===== config.mk =====
export PLATFORM = sky130hd
export DESIGN_NAME = four_stage_allpass_phaser
export DESIGN_NICKNAME = d
export VERILOG_FILES = /design/src/phsr_pkg.sv /design/src/four_stage_allpass_phaser.sv
export SDC_FILE = /design/constraint.sdc
export NUM_CORES = 2
export LEC_CHECK = 0
export ABC_CLOCK_PERIOD_IN_PS = 24200
export BUFFER_PORTS_ARGS = -buffer_cell sky130_fd_sc_hd__clkbuf_2
export CAP_MARGIN = 10
export CORE_MARGIN = 2
export CORE_UTILIZATION = 45
export CTS_CLUSTER_SIZE = 14
export DETAILED_ROUTE_END_ITERATION = 6
export PLACE_DENSITY_LB_ADDON = 0.2
export SETUP_SLACK_MARGIN = 0.3
export SYNTH_ARGS = -nofsm -noshare
export SYNTH_HDL_FRONTEND = slang
export SYNTH_SLANG_ARGS = --single-unit

===== constraint.sdc =====
create_clock -name clk -period 24.2 [get_ports clk]
set_input_delay 4.84 -clock clk [delete_from_list [all_inputs] [get_ports clk]]
set_output_delay 4.84 -clock clk [all_outputs]
set_load 0.005 [all_outputs]

===== src/phsr_pkg.sv =====
// Package for the four-stage allpass phaser: sample and coefficient types,
// fixed-point widths, and the rounding and saturation helpers.
// No dependencies.
`default_nettype none

package phsr_pkg;

  localparam int SAMPLE_W = 24;            // Q4.20 samples and state
  localparam int COEF_W   = 18;
  localparam int CF_BITS  = COEF_W - 1;    // coefficient field width
  localparam int CF_FRAC  = COEF_W - 2;    // coefficient fraction bits
  localparam int NUM_SECT = 4;
  localparam int SECT_W   = $clog2(NUM_SECT);
  localparam int DIFF_W   = SAMPLE_W + 1;  // exact section difference
  localparam int PROD_W   = CF_BITS + DIFF_W;
  localparam int RND_W    = PROD_W - CF_FRAC;
  localparam int SUM_W    = RND_W + 1;

  typedef logic signed [SAMPLE_W-1:0] sample_t;
  typedef logic signed [CF_BITS-1:0]  coef_t;
  typedef logic signed [DIFF_W-1:0]   diff_t;
  typedef logic signed [PROD_W-1:0]   prod_t;
  typedef logic signed [RND_W-1:0]    rnd_t;
  typedef logic signed [SUM_W-1:0]    sum_t;

  // Round half toward +infinity, then drop the coefficient fraction bits.
  function automatic rnd_t round_prod(input prod_t p);
    prod_t q;
    q = p + PROD_W'(1 << (CF_FRAC - 1));
    return q[PROD_W-1:CF_FRAC];
  endfunction

  // Clamp a wide sum to the signed sample range.
  function automatic sample_t sat_sample(input sum_t v);
    sample_t r;
    if (v[SUM_W-1:SAMPLE_W-1] == '0 || v[SUM_W-1:SAMPLE_W-1] == '1) begin
      r = v[SAMPLE_W-1:0];
    end else if (v[SUM_W-1]) begin
      r = {1'b1, {(SAMPLE_W-1){1'b0}}};
    end else begin
      r = {1'b0, {(SAMPLE_W-1){1'b1}}};
    end
    return r;
  endfunction

endpackage

`default_nettype wire


===== src/four_stage_allpass_phaser.sv =====
// Four-stage allpass phaser top level: feedback sum and four first-order
// allpass sections computed on one shared multiplier.
// Depends on phsr_pkg.
`default_nettype none

// One sample is processed at a time. The transaction is captured, the
// feedback product is formed and summed, each allpass section then takes a
// difference, multiply, and round and add step, and the result is presented,
// all paced by the single 17x25-bit multiplier that every product goes
// through. The input is stalled from acceptance until the result transaction
// completes. Section state resets to zero.
module four_stage_allpass_phaser (
  input  wire                     clk,
  input  wire                     rst_n,
  input  wire                     in_valid,
  output logic                    in_stall,
  input  wire phsr_pkg::sample_t  in_sample_in,
  input  wire phsr_pkg::coef_t    in_feedback_gain,
  input  wire phsr_pkg::coef_t    in_coef_one,
  input  wire phsr_pkg::coef_t    in_coef_two,
  input  wire phsr_pkg::coef_t    in_coef_three,
  input  wire phsr_pkg::coef_t    in_coef_four,
  output logic                    out_valid,
  input  wire                     out_stall,
  output phsr_pkg::sample_t       out_sample_out
);
  import phsr_pkg::*;

  typedef enum logic [2:0] {
    ST_IDLE,
    ST_FB_MUL,
    ST_FB_ADD,
    ST_DIFF,
    ST_MUL,
    ST_ADD,
    ST_OUT
  } state_t;

  state_t            state_r;
  logic [SECT_W-1:0] sect_r;
  logic              out_valid_r;
  sample_t           out_sample_r;

  sample_t           sample_r;
  coef_t             gain_r;
  coef_t             coef_r     [NUM_SECT];
  sample_t           prev_in_r  [NUM_SECT];
  sample_t           prev_out_r [NUM_SECT];
  sample_t           x_r;
  diff_t             diff_r;
  prod_t             prod_r;

  coef_t             mul_a;
  diff_t             mul_b;
  prod_t             prod_nxt;
  sample_t           fb_nxt;
  sample_t           y_nxt;
  diff_t             diff_nxt;

  // Shared multiplier: feedback gain times last output, or the current
  // section's coefficient times its difference.
  always_comb begin
    if (state_r == ST_FB_MUL) begin
      mul_a = gain_r;
      mul_b = DIFF_W'(prev_out_r[NUM_SECT-1]);
    end else begin
      mul_a = coef_r[sect_r];
      mul_b = diff_r;
    end
    prod_nxt = mul_a * mul_b;
  end

  assign fb_nxt   = sat_sample(SUM_W'(sample_r) + SUM_W'(round_prod(prod_r)));
  assign y_nxt    = sat_sample(SUM_W'(round_prod(prod_r)) + SUM_W'(prev_in_r[sect_r]));
  assign diff_nxt = DIFF_W'(x_r) - DIFF_W'(prev_out_r[sect_r]);

  always_ff @(posedge clk) begin
    if (!rst_n) begin
      state_r     <= ST_IDLE;
      sect_r      <= '0;
      out_valid_r <= 1'b0;
      for (int i = 0; i < NUM_SECT; i++) begin
        prev_in_r[i]  <= '0;
        prev_out_r[i] <= '0;
      end
    end else begin
      unique case (state_r)
        ST_IDLE: begin
          if (in_valid) begin
            sample_r  <= in_sample_in;
            gain_r    <= in_feedback_gain;
            coef_r[0] <= in_coef_one;
            coef_r[1] <= in_coef_two;
            coef_r[2] <= in_coef_three;
            coef_r[3] <= in_coef_four;
            sect_r    <= '0;
            state_r   <= ST_FB_MUL;
          end
        end
        ST_FB_MUL: begin
          prod_r  <= prod_nxt;
          state_r <= ST_FB_ADD;
        end
        ST_FB_ADD: begin
          x_r     <= fb_nxt;
          state_r <= ST_DIFF;
        end
        ST_DIFF: begin
          diff_r  <= diff_nxt;
          state_r <= ST_MUL;
        end
        ST_MUL: begin
          prod_r  <= prod_nxt;
          state_r <= ST_ADD;
        end
        ST_ADD: begin
          prev_in_r[sect_r]  <= x_r;
          prev_out_r[sect_r] <= y_nxt;
          x_r                <= y_nxt;
          if (sect_r == SECT_W'(NUM_SECT - 1)) begin
            out_sample_r <= y_nxt;
            out_valid_r  <= 1'b1;
            sect_r       <= '0;
            state_r      <= ST_OUT;
          end else begin
            sect_r  <= sect_r + 1'b1;
            state_r <= ST_DIFF;
          end
        end
        ST_OUT: begin
          if (!out_stall) begin
            out_valid_r <= 1'b0;
            state_r     <= ST_IDLE;
          end
        end
        default: begin
          state_r <= ST_IDLE;
        end
      endcase
    end
  end

  assign in_stall       = (state_r != ST_IDLE);
  assign out_valid      = out_valid_r;
  assign out_sample_out = out_sample_r;

`ifndef ASSERT_OFF
  // A finished result must hold off new input until it is taken.
  a_out_blocks_in: assert property (@(posedge clk) disable iff (!rst_n)
    out_valid |-> in_stall)
    else $error("input accepted while a result is pending");

  // An accepted transaction starts processing on the next cycle.
  a_accept_busy: assert property (@(posedge clk) disable iff (!rst_n)
    (in_valid && !in_stall) |=> (in_stall && !out_valid))
    else $error("block not busy after accepting a transaction");

  // The section counter is parked at zero whenever the block is idle.
  a_idle_sect: assert property (@(posedge clk) disable iff (!rst_n)
    (state_r == ST_IDLE) |-> (sect_r == '0))
    else $error("section counter not cleared while idle");

  // A result appears only right after the last section's add step.
  a_result_after_last: assert property (@(posedge clk) disable iff (!rst_n)
    $rose(out_valid) |-> $past(state_r == ST_ADD))
    else $error("result raised outside the last section step");
`endif

endmodule

`default_nettype wire

==> summary.txt <==
Run status
  – Outcome: finished clean

Yosys
  – Sequential-to-total area share from yosys stat: 35.1%
  – Synth warn: 0
  – Synth area leaders: edfxtp_1 (35%), fa_1 (24%), ha_1 (6.3%)
  – Synth area leader: edfxtp_1
  – Synthesized area per cell: 11.0 sq um
  – Syn Std Cell Area: 0.0348 sq mm
  – Syn_nets: ~3900
  – Async S/R FF share, synth: 0%
  – Post-synth EDFFs: about 400
  – Ys flop type: edfxtp_1
  – Yosys reg bits: 409
  – Synthesized instance count: 3176
  – Post-synth top area share: 34.6%
  – Netlist cell types: about 80

GRT
  – First-pass GRT wire length: between 150000 and 200000 um
  – Gr usage total: 25.5%
  – Vias in the first global route: 25500
  – Largest net degree at the start of global routing: 96
  – Initial antenna violation count: 1
  – Total congestion overflow: 0

Job
  – Max Cap Violations: 0

Min path
  – HP Start: out_valid
  – HP Class: reg2reg
  – Worst Hold Path Cells: 1
  – Worst Hold End: out_valid

Worst setup path
  – Worst Path Class, Setup: reg2reg
  – Worst path most repeated cell: fa_1
  – FF-to-FF path depth: 24
  – Critical path data required time: 24.51 ns
  – Worst Path Max Fanout: 39
  – Crit path cell chain: or3b_4 -> buf_4 -> nand2_1 -> nand2_1 -> nand2_1 -> fa_1 -> fa_1 -> fa_1 -> fa_1 -> inv_1 -> fa_1 -> inv_1 -> fa_1 -> inv_1 -> ha_1 -> and3_1 -> a221o_1 -> a221o_1 -> a21o_1 -> a21o_1 -> a221oi_2 -> o221ai_1 -> a21oi_1 -> xnor2_1
  – Critical path's largest stage delay: 0.61 ns
  – Reg2reg start: state_r[2]
  – R2R Setup Slk: about 15 ns
  – Reg-to-Reg End: prod_r[35]
  – CP startpoint kind: flip-flop
  – Critical Path Source: state_r[2]
  – CP endpoint kind: flip-flop
  – Slowest CP cell: nand2_1
  – WP data arrival: 9.02 ns

Floorplan
  – Die ar.: 0.0796 sq mm
  – IO Pins: 139
  – Core box area: 0.0762 sq mm
  – Chip height: 282 um
  – Die width: 282 um
  – Initial core utilization: a little under half
  – Rows: around 100

Place
  – Final estimated routing congestion in global placement: 0.910
  – Post-DP HPWL: ~76000 um
  – Port bufs: 138
  – Dpl cells: 4285

Timing
  – Final setup violation count: 0
  – Final hold violation count: 0
  – Max-slew headroom at the worst pin: 14.9%
  – Setup Skew: 0.0605 ns
  – Fin Setup TNS: 0 ns
  – Tmin final: slightly below 9 ns
  – Max Slew Vio Count: 0
  – Worst-Margin Slew: 1.28 ns
  – RSZ-0062 raised after global routing: false
  – Crit share post-route: 36.0%
  – F_max: about 110 MHz

Detailed routing
  – Post-DR wirelength/cell: approximately 23 um
  – Final wirelength: 98500 um
  – DR WL met2: 47900 um
  – Routed Antenna Nets: 0
  – Highest routed metal layer: met5
  – Vias: 24500
  – First-pass DRT Iterations: 6
  – Met3 routed wirelength: between 6000 and 7000 um
  – Residual DRC: 0
  – DR vias/cell: 5.60
  – WL met1: 39400 um
  – Iter 0 DRT Violations: 1933

Clocking
  – CTS Hold Bufs: 0
  – Clk sinks: 409
  – # resized after CTS: 0
  – Insertion delay to the later sink of the worst-skew pair: 0.61 ns
  – CTS buffer count: 44
  – Setup Buffers After CTS: 0
  – Root buf cell: clkbuf_16
  – H-tree levels: 2
  – CTS tree: yes
  – Clock transition at the registers of the reported paths: 0.07 ns
  – Clock buffer depth: 3

Finish
  – Fin cells: about 4400
  – Fraction of layout cells with a size suffix above 1: 11.3%
  – Layout area overhead: 10.4%
  – Final core utilization: 50.4%
  – Diodes inserted: 0
  – Final net count: ~4000
-- layout by cell type, fill, tap and decap left out, types with 58 or more instances in the layout --
cell type,synthesis,routed
mux4_2,65,65
a21oi_1,162,162
xnor2_1,82,82
edfxtp_1,401,401
ha_1,175,175
inv_1,488,488
and2_1,61,61
nor2_1,261,261
buf_4,2,58
fa_1,418,418
nand2_1,404,400
clkbuf_2,0,138
and3_1,63,61
-- kinds of logic after synthesis --
kind of cell	count (synthesis)	share of synthesized area (%)
XOR/XNOR	117	2.94
flip-flops	409	35.1
adder cells (fa/ha/maj)	593	30.3
buffers and inverters	606	6.62
AND/OR/NAND/NOR	928	11.8
AO/OA/AOI/OAI	419	7.91
multiplexers	104	5.33
-- sequential cells by signal, indices dropped and copies added (netlist names), named ones only --
name / cells
out_sample_out: 24
state_r: 3
prev_out_r: 96
sample_r: 24
diff_r: 25
gain_r: 17
out_valid: 1
prod_r: 27
x_r: 24
sect_r: 2
coef_r: 68
prev_in_r: 96
-- final cells by class --
cell class                      count  area, sq um
Clock buffer                       51         1150
Clock inverter                     30          357
Fill cell                        6834        37800
Inverter                          488         1830
Multi-Input combinational cell   2161        20400
Sequential cell                   409        12200
Tap cell                         1030         1290
Timing Repair Buffer              200         1220
-- per-stage QoR --
step / cell area [sq um] / setup slack (ns) / hold slack [ns]
floorplan: 34800 / 16.24 / 0.486
global placement: 36800 / 15.57 / 0.480
detailed placement: 36800 / 15.57 / 0.482
CTS: 38300 / 15.52 / 0.497
global route: 38400 / 15.14 / 0.527
finish: 38400 / 15.49 / 0.493
-- layer usage --
layer / global-route usage [%] / vias to the layer above
met4: 10.8 / 2
met1: 33.1 / 12400
met5: 0 / -
li1: - / 10900
met3: 4.02 / 205
met2: 42.6 / 1001
-- worst max path at each step --
stage                            end  slack [ns]
floorplan                 prod_r[35]       16.24
global placement    prev_out_r[1][3]       15.57
detailed placement        prod_r[35]       15.57
CTS                       prod_r[35]       15.52
global route              prod_r[39]       15.14
finish                    prod_r[35]       15.49
-- cells in the mapped netlist (all sizes together) (35+ instances only) --
library cell / count
and3: 63
xor2: 35
a21oi: 162
fa: 418
nor2: 261
and2: 62
clkbuf: 94
edfxtp: 401
nand2: 404
ha: 175
a21o: 40
o21ai: 60
inv: 488
mux4: 65
xnor2: 82
mux2i: 39
-- critical path: cells and delay by family (launching register included) --
| family | cells | cell delay [ns] |
|---|---|---|
| fa+ha+maj | 7 | 3.40 |
| compound gates | 7 | 2.01 |
| flops | 1 | 0.59 |
| simple gates | 5 | 1.57 |
| buf+inv | 4 | 0.71 |
| xor+xnor | 1 | 0.08 |
Power is left out: the tool's default activity adds up to more than one toggle a clock period on the data nets, which glitch-free logic cannot reach.
